## src/rtl/est_pkg.sv

```systemverilog
`default_nettype none
package est_pkg;

    localparam int ANGLE_BITS_DEF  = 16;
    localparam int QUEUE_DEPTH_DEF = 2;
    localparam int ROT_W           = 34;

    typedef logic signed [15:0]      t_s16;
    typedef logic signed [31:0]      t_s32;
    typedef logic signed [ROT_W-1:0] t_rot;

    typedef struct packed {
        logic mode;
        t_s16 rot_x;
        t_s16 rot_y;
        t_s16 rot_z;
        t_s16 scale_x;
        t_s16 scale_y;
        t_s16 scale_z;
        t_s32 trans_x;
        t_s32 trans_y;
        t_s32 trans_z;
    } t_item;

    typedef struct packed {
        logic [1:0] column;
        t_s32       row0;
        t_s32       row1;
        t_s32       row2;
        logic       saturated;
        logic       last;
    } t_res;

    // rotation entries are indexed col*3+row
    typedef struct packed {
        logic           mode;
        t_rot [8:0]     rot;
        t_s16 [2:0]     scale;
        t_s32 [2:0]     trans;
    } t_job;

    typedef struct packed {
        logic sat;
        t_s32 val;
    } t_clamp;

    localparam logic [30:0] PI_HALF_Q30 = 31'd1686629713;
    localparam logic [30:0] Q30_ONE     = 31'h4000_0000;
    localparam logic [63:0] TWO32       = 64'd1 << 32;

    // Horner divisors: sine chain then cosine chain
    localparam logic [6:0] DIVISOR [9] = '{7'd72, 7'd42, 7'd20, 7'd6,
                                           7'd90, 7'd56, 7'd30, 7'd12, 7'd2};
    localparam logic [31:0] RECIP [9] = '{32'(TWO32 / 72), 32'(TWO32 / 42),
                                          32'(TWO32 / 20), 32'(TWO32 / 6),
                                          32'(TWO32 / 90), 32'(TWO32 / 56),
                                          32'(TWO32 / 30), 32'(TWO32 / 12),
                                          32'(TWO32 / 2)};

    localparam logic signed [49:0] S32_MAX_W = 50'sd2147483647;
    localparam logic signed [49:0] S32_MIN_W = -50'sd2147483648;

    function automatic t_clamp clamp32(input logic signed [49:0] v);
        t_clamp res;
        res.sat = 1'b0;
        res.val = 32'(v);
        if (v > S32_MAX_W) begin
            res.sat = 1'b1;
            res.val = 32'sh7FFF_FFFF;
        end else if (v < S32_MIN_W) begin
            res.sat = 1'b1;
            res.val = 32'sh8000_0000;
        end
        return res;
    endfunction

endpackage
`default_nettype wire

```

## src/rtl/est_fifo.sv

```systemverilog
`default_nettype none
module est_fifo
    import est_pkg::*;
#(
    parameter int WIDTH = 8,
    parameter int DEPTH = QUEUE_DEPTH_DEF
) (
    input  wire logic             i_clk,
    input  wire logic             i_rst_n,
    input  wire logic             i_push,
    output logic                  o_full,
    input  wire logic [WIDTH-1:0] i_data,
    input  wire logic             i_pop,
    output logic                  o_empty,
    output logic [WIDTH-1:0]      o_data
);

    localparam int PW = (DEPTH > 1) ? $clog2(DEPTH) : 1;
    localparam int CW = $clog2(DEPTH + 1);
    localparam logic [PW-1:0] PTR_LAST = PW'(DEPTH - 1);

    logic [WIDTH-1:0] r_mem [DEPTH];
    logic [PW-1:0]    r_wr;
    logic [PW-1:0]    r_rd;
    logic [CW-1:0]    r_cnt;
    logic             w_wen;
    logic             w_ren;

    assign o_full  = (r_cnt == CW'(DEPTH));
    assign o_empty = (r_cnt == '0);
    assign w_wen   = i_push && !o_full;
    assign w_ren   = i_pop && !o_empty;
    assign o_data  = r_mem[r_rd];

    always_ff @(posedge i_clk) begin
        if (!i_rst_n) begin
            r_wr  <= '0;
            r_rd  <= '0;
            r_cnt <= '0;
        end else begin
            if (w_wen) begin
                r_mem[r_wr] <= i_data;
                r_wr        <= (r_wr == PTR_LAST) ? '0 : r_wr + PW'(1);
            end
            if (w_ren) begin
                r_rd <= (r_rd == PTR_LAST) ? '0 : r_rd + PW'(1);
            end
            if (w_wen && !w_ren) begin
                r_cnt <= r_cnt + CW'(1);
            end else if (w_ren && !w_wen) begin
                r_cnt <= r_cnt - CW'(1);
            end
        end
    end

endmodule
`default_nettype wire

```

## config.mk

```make
export PLATFORM = sky130hd
export DESIGN_NAME = est_fifo
export DESIGN_NICKNAME = d
export VERILOG_FILES = /design/src/rtl/est_pkg.sv /design/src/rtl/est_fifo.sv
export SDC_FILE = /design/constraint.sdc
export NUM_CORES = 1
export LEC_CHECK = 0
export BUFFER_PORTS_ARGS = -buffer_cell sky130_fd_sc_hd__clkbuf_2
export CORE_UTILIZATION = 40
export DETAILED_ROUTE_END_ITERATION = 10
export GPL_ROUTABILITY_DRIVEN = 0
export GPL_TIMING_DRIVEN = 0
export PLACE_DENSITY = 0.66
export SYNTH_ARGS = -nofsm -noshare
export SYNTH_HDL_FRONTEND = slang
export SYNTH_SLANG_ARGS = --single-unit
```

## constraint.sdc

```tcl
create_clock -name i_clk -period 4 [get_ports i_clk]
set_input_delay 0.4 -clock i_clk [delete_from_list [all_inputs] [get_ports i_clk]]
set_output_delay 0.4 -clock i_clk [all_outputs]
set_load 0.01 [all_outputs]
```

After elaboration in Yosys (flattened, before gate mapping) --
Memories as Yosys holds them, arrays and structs flattened. A register that Yosys moved wholly into a read port is not among the register bits. Index checks and enable logic that the tools add are counted. Widths: inputs -> output; s select.
Storage, ports and cells: register bits 4, RAM bits 16, input bits 12, output and inout port bits 10, word-level logic and storage cells 28, memories 1
Memory list:
- r_mem | words 2, bits a word 8, read ports 1, clocked after Yosys merged registers in 1, write ports 1, RTL line est_fifo.sv:22 | logic [WIDTH-1:0] r_mem [DEPTH];
Cells by class: add/sub/neg operators 4, eq/ne operators 1, muxes and demuxes 9, reduce and logical (&&, ||, !) cells 10
Operator list (number):
- $mux 1 | 7
- $logic_and 1x1->1 | 4
- $logic_not 1->1 | 4
- $mux 2 | 2
- $add 1x1->1 const B | 2
- $add 2x1->2 const B | 1
- $eq 2x2->1 const B | 1
- $logic_not 2->1 | 1
- $reduce_bool 2->1 | 1
- $sub 2x1->2 const B | 1

Logic depth before layout (Yosys ltp) --
depth after elaboration 7, depth in mapped cells 6

Worst setup path after synthesis --
No wires, ideal clock.
kind register to register, start register r_cnt[0], end memory r_mem[0][0] (enable), setup time 0.398 ns, arrival time 1.458 ns, required time 3.602 ns, setup slack 2.144 ns, stages on the path, launching flop included 3, clock period less this slack 1.856 ns, cells stage by stage dfxtp_1 -> nor2b_2 -> nor4b_1
On the way: cells in the longest elaborated chain, start to end 6
Ends and longest elaborated chain:
- start, declared | RTL line est_fifo.sv:25 | logic [CW-1:0] r_cnt;
- start signal, assigned | RTL line est_fifo.sv:49 | r_cnt <= r_cnt + CW'(1);
- start signal, assigned | RTL line est_fifo.sv:51 | r_cnt <= r_cnt - CW'(1);
- $eq 2x2->1 | RTL line est_fifo.sv:29 | assign o_full = (r_cnt == CW'(DEPTH));
- named net o_full | RTL line est_fifo.sv:11 | output logic o_full,
- $logic_not 1->1 | RTL line est_fifo.sv:31 | assign w_wen = i_push && !o_full;
- $logic_and 1x1->1 | RTL line est_fifo.sv:31
- $mux 1 | RTL line est_fifo.sv:41 | if (w_wen) begin
- $mux 1 | RTL line est_fifo.sv:36 | if (!i_rst_n) begin
- $mux 1 (implied by the code) | RTL line est_fifo.sv:42 | r_mem[r_wr] <= i_data;
- end, declared | RTL line est_fifo.sv:22
The timed path passes the listed nets, and every way through them passes these cells.

==> reports/results.md <==
Power
* 0.0003137 V — Peak VDD IR
* 0.3859 nW — leakage power
* 569.0 nW/um^2 — Pwr per Cell Area

Logic synthesis
* 0.03704 — complex-gate fraction of the synthesized area
* 21 — register bit count reported by yosys
* 17 — number of distinct library cells after synthesis
* 0.03241 — XOR/XNOR share of the synthesized area
* sky130_fd_sc_hd__edfxtp_1 — top cell type by total area after synthesis
* 16.22 sq um — synthesized area per cell
* 50 — number of standard cells after synthesis
* 810.8 sq um — synthesized cell area
* sky130_fd_sc_hd__edfxtp_1 59%, sky130_fd_sc_hd__dfxtp_1 12%, sky130_fd_sc_hd__mux2_2 11% — top cells by area, synth
* 0 — number of warning messages in the yosys log
* 0.01543 — adder-cell share of the synthesized area
* 0.7160 — fraction of the yosys area taken by sequential cells
* 0.1111 — multiplexer share of the synthesized area
* 0.5926 — area fraction of the dominant cell type after synthesis
* 63 — Mapped Nets
* multiplexers — dominant combinational cell family by area after synthesis
* 0.07716 — simple-gate area share of the yosys netlist

Floorplanning
* 2211 sq um — floorplan die area
* 1821 sq um — core area
* 0.4454 — effective utilization at floorplan
* 22 — IO Count
* 15 — num rows
* 47.02 um — Die Wd
* 47.02 um — die extent in y

STA
* 0 — Pins Over Slew Limit
* 0 — endpoints failing hold
* 0 ns — Final TNS setup
* 0.9257 ns — transition time at the pin with the least slew margin
* 1.693 ns — Tmin final
* 0.3812 — Slew Limit Headroom
* 0.2920 ns — worst hold margin
* 590.5 MHz — maximum clock frequency
* false — setup repair after global routing missed its margin
* 0.001095 ns — skew final
* 0 — endpoints failing setup
* 0.4233 — post-route fraction of the period consumed by the critical path

Worst setup path
* 2 — worst path bufs/invs
* multiplexers — CP delay by family, top
* sky130_fd_sc_hd__mux2_2 — cell at the slowest stage of the critical path
* register — element type at the critical path start
* buf_2 -> mux2_2 -> clkbuf_2 — Cell Chain, Critical Path
* primary output — type of element capturing the critical path
* 0.35 ns — Slowest Stage Delay on Critical Path
* reg -> out — Setup CP Type
* 3.60 ns — Worst Path Required
* 8 — worst-path maximum fanout
* 2.31 ns — r2r setup slk
* 1.29 ns — data arrival time at the worst-slack endpoint

Finish
* 100 — final cell count without fillers
* 21 x sky130_fd_sc_hd__clkbuf_2, 16 x sky130_fd_sc_hd__edfxtp_1, 8 x sky130_fd_sc_hd__mux2_2 — leading cell types in the layout, fill and taps excluded
* 0 — antenna cell count
* 20.99% — layout overhead on the synthesized area
* 980.9 sq um — Finished Cell Area
* 0.4800 — proportion of layout cells with a drive suffix above 1
* sky130_fd_sc_hd__clkbuf_2 — most common cell after layout, fill and taps aside
* 89 — final net count

Placed design
* 872 um — DP HPWL
* 96 — number of placed cells counting well taps
* 953.4 sq um — placed instance area
* 21 — number of buffers inserted by port buffering

Global routing
* 0.1265 — Total Routing Usage GR
* 1.794 mm — global-route wire length before repair
* 0 — initial antenna violation count
* 459 — vias in the first global route
* 0 — GRT Residual Overflow
* 13 — maximum number of pins on one net before global-route repair

Detailed routing
* 634 um — detailed route wirelength on metal2
* 4.880 — detail-routed via count per cell
* 0 — Antenna Nets Post-Route
* 476 um — wire length on met1
* 11.79 um — detailed-route wire length per cell
* 0 — drt drc
* met4 — top routing layer in use
* 4 — first-pass iteration count of the detailed router
* 1.179 mm — final wirelength
* 488 — vias after detailed routing
* 16 — number of DRC markers after the initial detailed-route iteration
* 57 um — wire length on met3

Clock network
* 0 — number of gates given a new drive strength after cts
* 3 — CTS Buf Count
* 0 — Post-CTS Hold Buffers
* 21 — Num Clock Sinks
* 0.29 ns — source-to-sink clock delay at the later pin of the worst-skew pair
* 2 — CTS max path bufs
* 0 — number of setup buffers added after CTS
* sky130_fd_sc_hd__clkbuf_4 — cell at the root of the clock tree
* 0.11 ns — clock-pin slew reported for the worst setup and hold paths after clock tree synthesis
* done — CTS tree
* 1 — depth of the CTS H-tree

Outcome
* finished, final reports clean — status

Flow run
* 0 — maxcap violations

Hold path
* in -> reg — type of the tightest min-delay check

==> cells by family after synthesis <==
logic type	after synthesis
xor gates and xnor gates	3
and+or+nand+nor	10
adders and majority gates	1
DFF	21
muxes	8
AOI/OAI and AO/OA	5
buffers and inverters	2
==> synth_stat cells, drive strengths merged <==
master,count
edfxtp,16
mux2,8
dfxtp,5
and2,3
o21ai,3
a21boi,2
nor2,2
or3,2
xnor2,2
and3,1
buf,1
ha,1
inv,1
nor2b,1
nor4b,1
xor2,1
==> layer usage <==
metal | track usage | up-vias
met5 | 0 | -
met4 | 0.09714 | 0
met3 | 0.03462 | 2
met2 | 0.2167 | 13
met1 | 0.1307 | 236
li1 | - | 237
==> registers in the layout, summed over array words and instances (netlist names), named ones only <==
signal and flops:
r_mem 16, r_wr 1, r_cnt 2, r_rd 1
==> cell type report <==
type	instances	area (sq um)
plain buffers	1	5.005
repair buffers	21	105.1
flip-flops and latches	21	580.6
clock inverters	1	5.005
well taps	25	31.28
clock buffers	3	22.52
inverters	1	3.754
fillers	177	839.6
multi-input cells	27	227.7
==> worst paths after layout <==
path / startpoint / to / cells after the start
min: i_data[1] / r_mem[0][1]$_DFFE_PP_ / 1
min reg2reg: r_wr$_SDFFE_PN0P_ / r_wr$_SDFFE_PN0P_ / 2
max: register / o_data[0] / 3
max reg2reg: r_cnt[0]$_SDFFE_PN0P_ / r_mem[0][4]$_DFFE_PP_ / 2
==> report_power, final <==
part | internal, mW | leakage, nW | total (mW) | switching [mW]
Sequential | 0.267 | 0.188 | 0.285 | 0.0181
Combinational | 0.0906 | 0.180 | 0.178 | 0.0870
Clock | 0.0371 | 0.0177 | 0.0955 | 0.0584
Total | 0.395 | 0.386 | 0.558 | 0.164
==> per-stage QoR <==
stage          total power, mW    util  worst slack, ns
2_1_floorplan           0.4104       -            2.145
3_3_place_gp            0.4598  0.5203            1.573
3_5_place_dp            0.4697  0.5237            2.239
4_1_cts                 0.5664  0.5388            2.265
5_1_grt                 0.5988  0.5388            2.188
6_report                0.5581  0.5388            2.307
Note: power is estimated with default switching activity, not from simulation.
