`config.mk`:
```
export PLATFORM = sky130hd
export DESIGN_NAME = est_back
export DESIGN_NICKNAME = d
export VERILOG_FILES = /design/src/rtl/est_pkg.sv /design/src/rtl/est_back.sv
export SDC_FILE = /design/constraint.sdc
export NUM_CORES = 2
export LEC_CHECK = 0
export BUFFER_PORTS_ARGS = -buffer_cell sky130_fd_sc_hd__buf_2
export CAP_MARGIN = 10
export CORE_ASPECT_RATIO = 1.4
export CORE_MARGIN = 4
export CORE_UTILIZATION = 55
export DETAILED_ROUTE_END_ITERATION = 8
export PLACE_DENSITY = 0.76
export SLEW_MARGIN = 20
export SYNTH_ARGS = -nofsm -noshare
export SYNTH_HDL_FRONTEND = slang
export SYNTH_SLANG_ARGS = --single-unit
export TNS_END_PERCENT = 50
```
`constraint.sdc`:
```
create_clock -name i_clk -period 40.1 [get_ports i_clk]
set_input_delay 6.015 -clock i_clk [delete_from_list [all_inputs] [get_ports i_clk]]
set_output_delay 6.015 -clock i_clk [all_outputs]
set_load 0.02 [all_outputs]
```
`src/rtl/est_pkg.sv`:
```
`default_nettype none
package est_pkg;

    localparam int ANGLE_BITS_DEF  = 16;
    localparam int QUEUE_DEPTH_DEF = 2;
    localparam int ROT_W           = 34;

    typedef logic signed [15:0]      t_s16;
    typedef logic signed [31:0]      t_s32;
    typedef logic signed [ROT_W-1:0] t_rot;

    typedef struct packed {
        logic mode;
        t_s16 rot_x;
        t_s16 rot_y;
        t_s16 rot_z;
        t_s16 scale_x;
        t_s16 scale_y;
        t_s16 scale_z;
        t_s32 trans_x;
        t_s32 trans_y;
        t_s32 trans_z;
    } t_item;

    typedef struct packed {
        logic [1:0] column;
        t_s32       row0;
        t_s32       row1;
        t_s32       row2;
        logic       saturated;
        logic       last;
    } t_res;

    // rotation entries are indexed col*3+row
    typedef struct packed {
        logic           mode;
        t_rot [8:0]     rot;
        t_s16 [2:0]     scale;
        t_s32 [2:0]     trans;
    } t_job;

    typedef struct packed {
        logic sat;
        t_s32 val;
    } t_clamp;

    localparam logic [30:0] PI_HALF_Q30 = 31'd1686629713;
    localparam logic [30:0] Q30_ONE     = 31'h4000_0000;
    localparam logic [63:0] TWO32       = 64'd1 << 32;

    // Horner divisors: sine chain then cosine chain
    localparam logic [6:0] DIVISOR [9] = '{7'd72, 7'd42, 7'd20, 7'd6,
                                           7'd90, 7'd56, 7'd30, 7'd12, 7'd2};
    localparam logic [31:0] RECIP [9] = '{32'(TWO32 / 72), 32'(TWO32 / 42),
                                          32'(TWO32 / 20), 32'(TWO32 / 6),
                                          32'(TWO32 / 90), 32'(TWO32 / 56),
                                          32'(TWO32 / 30), 32'(TWO32 / 12),
                                          32'(TWO32 / 2)};

    localparam logic signed [49:0] S32_MAX_W = 50'sd2147483647;
    localparam logic signed [49:0] S32_MIN_W = -50'sd2147483648;

    function automatic t_clamp clamp32(input logic signed [49:0] v);
        t_clamp res;
        res.sat = 1'b0;
        res.val = 32'(v);
        if (v > S32_MAX_W) begin
            res.sat = 1'b1;
            res.val = 32'sh7FFF_FFFF;
        end else if (v < S32_MIN_W) begin
            res.sat = 1'b1;
            res.val = 32'sh8000_0000;
        end
        return res;
    endfunction

endpackage
`default_nettype wire

```
`src/rtl/est_back.sv`:
```
`default_nettype none
module est_back
    import est_pkg::*;
(
    input  wire logic i_clk,
    input  wire logic i_rst_n,
    input  wire logic i_qempty,
    output logic      o_qpop,
    input  wire t_job i_job,
    output logic      o_empty,
    input  wire logic i_pop,
    output t_res      o_res
);

    typedef enum logic [2:0] {B_IDLE, B_ROW, B_MRND, B_DIV, B_DRND, B_EMIT} t_state;

    localparam logic [1:0] COL_TRANS = 2'd3;
    localparam logic [5:0] DIV_STEPS = 6'd34;

    t_state             r_state;
    t_job               r_job;
    logic [1:0]         r_col;
    logic [1:0]         r_row;
    logic signed [31:0] r_ent [3];
    logic               r_sat;
    logic signed [49:0] r_mprod;
    logic [22:0]        r_rem;
    logic [34:0]        r_quo;
    logic [5:0]         r_cnt;
    logic               r_neg;
    t_res               r_out;
    logic               r_ovalid;

    logic [3:0]         w_ridx;
    logic [1:0]         w_sidx;
    t_rot               w_rv;
    t_s16               w_sc;
    logic [32:0]        w_absr;
    logic [21:0]        w_absd;
    logic [34:0]        w_num;
    logic [23:0]        w_den;
    logic [23:0]        w_rsh;
    logic               w_ge;
    logic               w_mneg;
    logic [49:0]        w_mmag;
    logic [49:0]        w_mrnd;
    t_clamp             w_mcl;
    t_clamp             w_dcl;
    t_s32               w_zero;
    logic               w_last;

    assign w_ridx = 4'({2'b0, r_col} * 4'd3 + {2'b0, r_row});
    assign w_sidx = (r_col == COL_TRANS) ? 2'd0 : r_col;
    assign w_rv   = r_job.rot[w_ridx];
    assign w_sc   = r_job.scale[w_sidx];
    assign w_absr = w_rv[ROT_W-1] ? 33'(-w_rv) : 33'(w_rv);
    assign w_absd = {(w_sc[15] ? 16'(-w_sc) : 16'(w_sc)), 6'd0};
    // round to nearest: (2|R| + |d|) / (2|d|)
    assign w_num  = {1'b0, w_absr, 1'b0} + 35'(w_absd);
    assign w_den  = {1'b0, w_absd, 1'b0};
    assign w_rsh  = {r_rem, r_quo[34]};
    assign w_ge   = (w_rsh >= w_den);

    assign w_mneg = r_mprod[49];
    assign w_mmag = w_mneg ? 50'(-r_mprod) : 50'(r_mprod);
    assign w_mrnd = (w_mmag + (50'd1 << 21)) >> 22;
    assign w_mcl  = clamp32(w_mneg ? -$signed(w_mrnd) : $signed(w_mrnd));
    assign w_dcl  = clamp32(r_neg ? -$signed(50'(r_quo)) : $signed(50'(r_quo)));

    always_comb begin
        if (w_rv > 0) begin
            w_zero = 32'sh7FFF_FFFF;
        end else if (w_rv < 0) begin
            w_zero = 32'sh8000_0000;
        end else begin
            w_zero = '0;
        end
    end

    assign w_last = r_job.mode ? (r_col == 2'd2) : (r_col == COL_TRANS);

    always_ff @(posedge i_clk) begin
        if (!i_rst_n) begin
            r_state  <= B_IDLE;
            r_ovalid <= 1'b0;
            r_col    <= '0;
            r_row    <= '0;
            r_sat    <= 1'b0;
            r_cnt    <= '0;
        end else begin
            // in B_EMIT a popped beat is always replaced below
            if (i_pop && r_ovalid && (r_state != B_EMIT)) begin
                r_ovalid <= 1'b0;
            end
            case (r_state)
                B_IDLE: begin
                    if (!i_qempty) begin
                        r_job   <= i_job;
                        r_col   <= '0;
                        r_row   <= '0;
                        r_sat   <= 1'b0;
                        r_state <= B_ROW;
                    end
                end
                B_ROW: begin
                    if (r_col == COL_TRANS) begin
                        r_ent[0] <= r_job.trans[0];
                        r_ent[1] <= r_job.trans[1];
                        r_ent[2] <= r_job.trans[2];
                        r_state  <= B_EMIT;
                    end else if (!r_job.mode) begin
                        r_mprod <= 50'(w_sc) * 50'(w_rv);
                        r_state <= B_MRND;
                    end else if (w_sc == 0) begin
                        r_ent[r_row] <= w_zero;
                        r_sat        <= 1'b1;
                        if (r_row == 2'd2) begin
                            r_state <= B_EMIT;
                        end else begin
                            r_row <= r_row + 2'd1;
                        end
                    end else begin
                        r_rem   <= '0;
                        r_quo   <= w_num;
                        r_cnt   <= DIV_STEPS;
                        r_neg   <= w_rv[ROT_W-1] ^ w_sc[15];
                        r_state <= B_DIV;
                    end
                end
                B_MRND: begin
                    r_ent[r_row] <= w_mcl.val;
                    r_sat        <= r_sat | w_mcl.sat;
                    if (r_row == 2'd2) begin
                        r_state <= B_EMIT;
                    end else begin
                        r_row   <= r_row + 2'd1;
                        r_state <= B_ROW;
                    end
                end
                B_DIV: begin
                    r_rem <= w_ge ? 23'(w_rsh - w_den) : 23'(w_rsh);
                    r_quo <= {r_quo[33:0], w_ge};
                    if (r_cnt == 6'd0) begin
                        r_state <= B_DRND;
                    end else begin
                        r_cnt <= r_cnt - 6'd1;
                    end
                end
                B_DRND: begin
                    r_ent[r_row] <= w_dcl.val;
                    r_sat        <= r_sat | w_dcl.sat;
                    if (r_row == 2'd2) begin
                        r_state <= B_EMIT;
                    end else begin
                        r_row   <= r_row + 2'd1;
                        r_state <= B_ROW;
                    end
                end
                B_EMIT: begin
                    if (!r_ovalid || i_pop) begin
                        r_ovalid        <= 1'b1;
                        r_out.column    <= r_col;
                        r_out.row0      <= r_ent[0];
                        r_out.row1      <= r_ent[1];
                        r_out.row2      <= r_ent[2];
                        r_out.saturated <= r_sat;
                        r_out.last      <= w_last;
                        r_sat           <= 1'b0;
                        r_row           <= '0;
                        r_col           <= r_col + 2'd1;
                        r_state         <= w_last ? B_IDLE : B_ROW;
                    end
                end
                default: begin
                    r_state <= B_IDLE;
                end
            endcase
        end
    end

    assign o_qpop  = (r_state == B_IDLE) && !i_qempty;
    assign o_empty = !r_ovalid;
    assign o_res   = r_out;

endmodule
`default_nettype wire
```
-- Yosys cells after proc, flatten, opt, wreduce, memory -nomap -nowiden
Memory sizes are Yosys's and may differ from the RTL's. A register that Yosys moved wholly into a read port is not among the register bits.
Cells that the tools add are included.
- $add $sub $neg: 12
- multiply operators: 2
- order comparisons: 9
- equality and inequality tests: 18
- muxes and demuxes: 80
- bitwise operators: 9
- reductions and logical operators: 25
- operators by type and width (operator ; number):
    33-bit two-way mux ; 5
    32-bit two-way mux ; 5
    50-bit two-way mux ; 3
    34-bit binary-select mux with 4-bit select ; 1
    35-bit two-way mux ; 3
    50-bit by 32-bit > comparator with 1-bit output (second input constant) ; 2
    50-bit by 32-bit less-than comparator with 1-bit output (second input constant) ; 2
    23-bit two-way mux ; 4
    35-bit case mux with 2 select lines ; 1
    50-bit by 22-bit adder with 50-bit output (second input constant) ; 1
    16-bit by 34-bit multiplier with 50-bit output ; 1
    28-bit negator with 50-bit output ; 1
    35-bit negator with 50-bit output ; 1
    50-bit negator ; 1
    23-bit case mux with 2 select lines ; 1
    34-bit by 22-bit adder with 35-bit output ; 1
    34-bit by 1-bit > comparator with 1-bit output (second input constant) ; 1
    34-bit by 1-bit less-than comparator with 1-bit output (second input constant) ; 1
    34-bit two-way mux ; 1
    33-bit negator ; 1
    16-bit binary-select mux with 2-bit select ; 1
    32-bit logical NOT ; 1
    16-bit two-way mux ; 2
    32-bit OR reduction ; 1
    41 further kinds ; 113
- register bits: 579
- RAM bits: 96
- input bits: 455
- logic and storage cells: 185
- memories: 1
- memories (memory ; words ; bits a word ; read ports ; clocked after Yosys merged registers in ; wr ports ; line ; text):
    r_ent ; 3 ; 32 ; 3 ; 3 ; 3 ; est_back.sv:24 ; logic signed [31:0] r_ent [3];

-- Depth between registers and ports, before layout
- depth after elaboration: 15
- mapped depth: 39
- gate-level depth less buffers: 33

-- Worst setup path after synthesis
No wires, ideal clock.
- kind: input -> register
- start point: in i_qempty
- end point: reg r_job[0] (netlist name) (enable)
- library setup time: 0.871 ns
- data arrival time: 16.897 ns
- data required time: 39.229 ns
- setup slack: 22.332 ns
- stages on the path: 2
- cell sequence: nor3_1 -> and2_1
- longest elaborated chain between the ends: 2
- RTL lines (item ; line ; text):
    from (decl) ; est_back.sv:7 ; input wire logic i_qempty,
    1-bit inverter (no line) ; - ;
    3-bit AND reduction (no line) ; - ;
    to (signal assigned) ; est_back.sv:98 ; r_job <= i_job;
    to (decl) ; est_back.sv:21 ; t_job r_job;
Every way passes these cells.
A chain may end at the register's enable or synchronous reset.

-- Worst setup path after layout
- start point: in i_qempty
- end point: out o_qpop
- longest elaborated chain between the ends: 2
- RTL lines (item ; line ; text):
    1-bit logical NOT ; est_back.sv:181 ; assign o_qpop = (r_state == B_IDLE) && !i_qempty;
    1-bit logical AND ; est_back.sv:181 ;
    to (decl) ; est_back.sv:8 ; output logic o_qpop,
Every way passes these cells.

==> reports/results.ini <==
[cts]
tritoncts = yes
cts-hold-fix-buffers = 0
cts_buffer_depth = 3
clk_pin_slew_ns = 0.06
cts_sinks = 771
cts_resized = 0
clk_latency_ns = 0.68
cts_buffers = 73
cts_setup_buffers = 0
root_buffer = clkbuf_16
h-tree-depth = 3

[critical_path]
critPathKind = in -> out
cp.required_ns = 34.08
reg2reg_depth = 31
critPathMaxStageDelay_ns = 0.38
crit_slowest_cell = nor3_1
worst_ep_arrival_time_ns = 6.76
rr_startpoint = r_col[1]
cp_common_cell = buf_2
endpoint_kind = primary output
crit_chain = buf_2, nor3_1, buf_2
cp_max_fo = 4
r2r_setup_slack_ns = 28.69
reg2reg_to = r_mprod[48]
critical_path.top_delay_family = simple AND/OR/NAND/NOR gates
start_kind = input pin
critical_path_buf_inv_count = 2

[synth]
synth_warnings = 0
synth-edff-count = 756
synth_area_per_cell_um2 = 11.27
synth_nets = 5944
synth-seq-cells = 771
netlist_instances = 4803
async_flop_share_pct = 0
yosysSeqAreaShare_pct = 42.51
synth_area_um2 = 54120
synth-main-ff-cell = edfxtp_1
ys_types = 81

[status]
status = complete, no violations

[timing]
fmax_ghz = 0.07831
setup_violations = 0
worstMarginPinSlew_ns = 1.176
setup_tns_ns = 0
layout_setup_ws_ns = 27.33
relSlewSlack_pct = 21.62
rsz0062_at_grt = false
hold_viol_final = 0
post-route-period-util_pct = 31.85
drv_slew = 0
finClkSkew_ns = 0.04941
fin_crit_ns = 12.77

[global_routing]
use_met2_pct = 50.56
grt_pass1_wl_mm = 229.7
top_usage_layer = met2
antenna_found_initial = 10
grt_max_degree = 87
use_met3_pct = 6.190
grt_use_total_pct = 29.21
grt_use_met1_pct = 34.03
grt_remaining_overflow = 0
grt_pass1_vias = 40050

[hold_path]
hp-class = reg -> reg
min_delay_path_depth = 0
hp-start = r_ent[2][15]
holdPathEnd = o_res[17]

[floorplanning]
initial_utilization_pct = 55.62
die_y_um = 379.1
fp-row-count = 135
ioPinCount = 557
fp.dieArea_um2 = 103500
coreArea_um2 = 97290
die_w_um = 273.1

[placement]
dp_cells = 6521
gp_congestion = 0.9546
portBuffers = 556
pre_cts_slack_ns = 27.36
dpl.hpwl_mm = 113.2

[drt]
routed_via_density = 5.823
wire_per_inst_um = 22.63
wl_mm = 150.8
drt_iter0_drc = 3253
vias = 38800
first_pass_iters = 6
drc = 0
drtAntennaViolNets = 0

[finish]
final_cell_mix = edfxtp_1, inv_1, buf_2
drive_gt1_share_pct = 17.11
final_common_cell = edfxtp_1
stdcell_count = 6663
syn2layout_area_growth_pct = 12.68
final_net_count = 6436

[run]
cap_violations = 0

[worst max-delay path by stage]
| stage | slack (ns) | depth (start not counted) | from | to |
|---|---|---|---|---|
| 5_1_grt | 27.29 | 3 | i_qempty | o_qpop |
| 4_1_cts | 27.34 | 3 | i_qempty | o_qpop |
| 6_report | 27.33 | 3 | i_qempty | o_qpop |
| 2_1_floorplan | 22.33 | 2 | i_qempty | r_job[0] |
| 3_3_place_gp | 27.38 | 3 | i_qempty | o_qpop |
| 3_5_place_dp | 27.36 | 3 | i_qempty | o_qpop |
[cell usage after synthesis (31+ instances only)]
library cell	instances	area, um2
and2_1	114	713.2
mux2_2	31	349.1
fa_1	518	10370
clkbuf_1	188	705.7
inv_1	687	2579
nor4_1	33	206.5
o21ai_1	37	185.2
xor2_1	61	534.3
nor3_1	69	345.3
nor2b_1	33	206.5
edfxtp_1	756	22700
mux4_2	68	1531
ha_1	168	2102
nor2_1	319	1197
a21o_1	38	285.3
a21oi_1	148	740.7
mux2i_1	66	660.6
nand2_1	555	2083
nand2b_1	45	281.5
nand3_1	48	240.2
xnor2_1	140	1226
o31ai_1	42	315.3
o21ai_0	172	860.8
nand4_1	34	212.7
[sequential cells by signal, summed over array words and instances, names as in the netlist]
name and cells:
r_job 451, o_res 100, r_ent 96, r_mprod 50, r_quo 35, r_rem 23, r_cnt 6, r_state 3
r_col 2, r_row 2, r_neg 1, r_ovalid 1, r_sat 1
[stage by stage]
step           util, %  hold slack, ns  instance area, um2
6_report         62.68          0.4148               60980
5_1_grt          62.67          0.4218               60970
4_1_cts          62.65          0.4076               60950
3_5_place_dp     60.07          0.4045               58440
3_3_place_gp     60.07          0.4001               58440
2_1_floorplan        -          0.4003               54120
[cell families after synthesis]
kind of cell	share of synthesized area (%)
flip-flops	42.51
multiplexers	4.696
AND/OR/NAND/NOR	11.98
AO/OA/AOI/OAI	8.034
buffers and inverters	6.451
adder cells (fa/ha/maj)	23.08
XOR/XNOR	3.253
[final cells by class]
| type | count | area (um2) |
|---|---|---|
| fill | 7461 | 36310 |
| multi-input combinational | 3115 | 27780 |
| sequential | 771 | 23000 |
| timing repair buffer | 644 | 3443 |
| inverter | 690 | 2590 |
| clock buffer | 90 | 1891 |
| tap | 1301 | 1628 |
| clock inverter | 44 | 621.8 |
| antenna | 8 | 20.02 |
[per-layer routing]
metal	share of wire, %	up-vias
li1	-	17280
met1	35	18970
met5	0.023	-
met3	8.9	496
met2	50	2053
met4	6.5	4
Power is left out: the tool's default activity adds up to more than one toggle a clock period on the data nets, which glitch-free logic cannot reach.
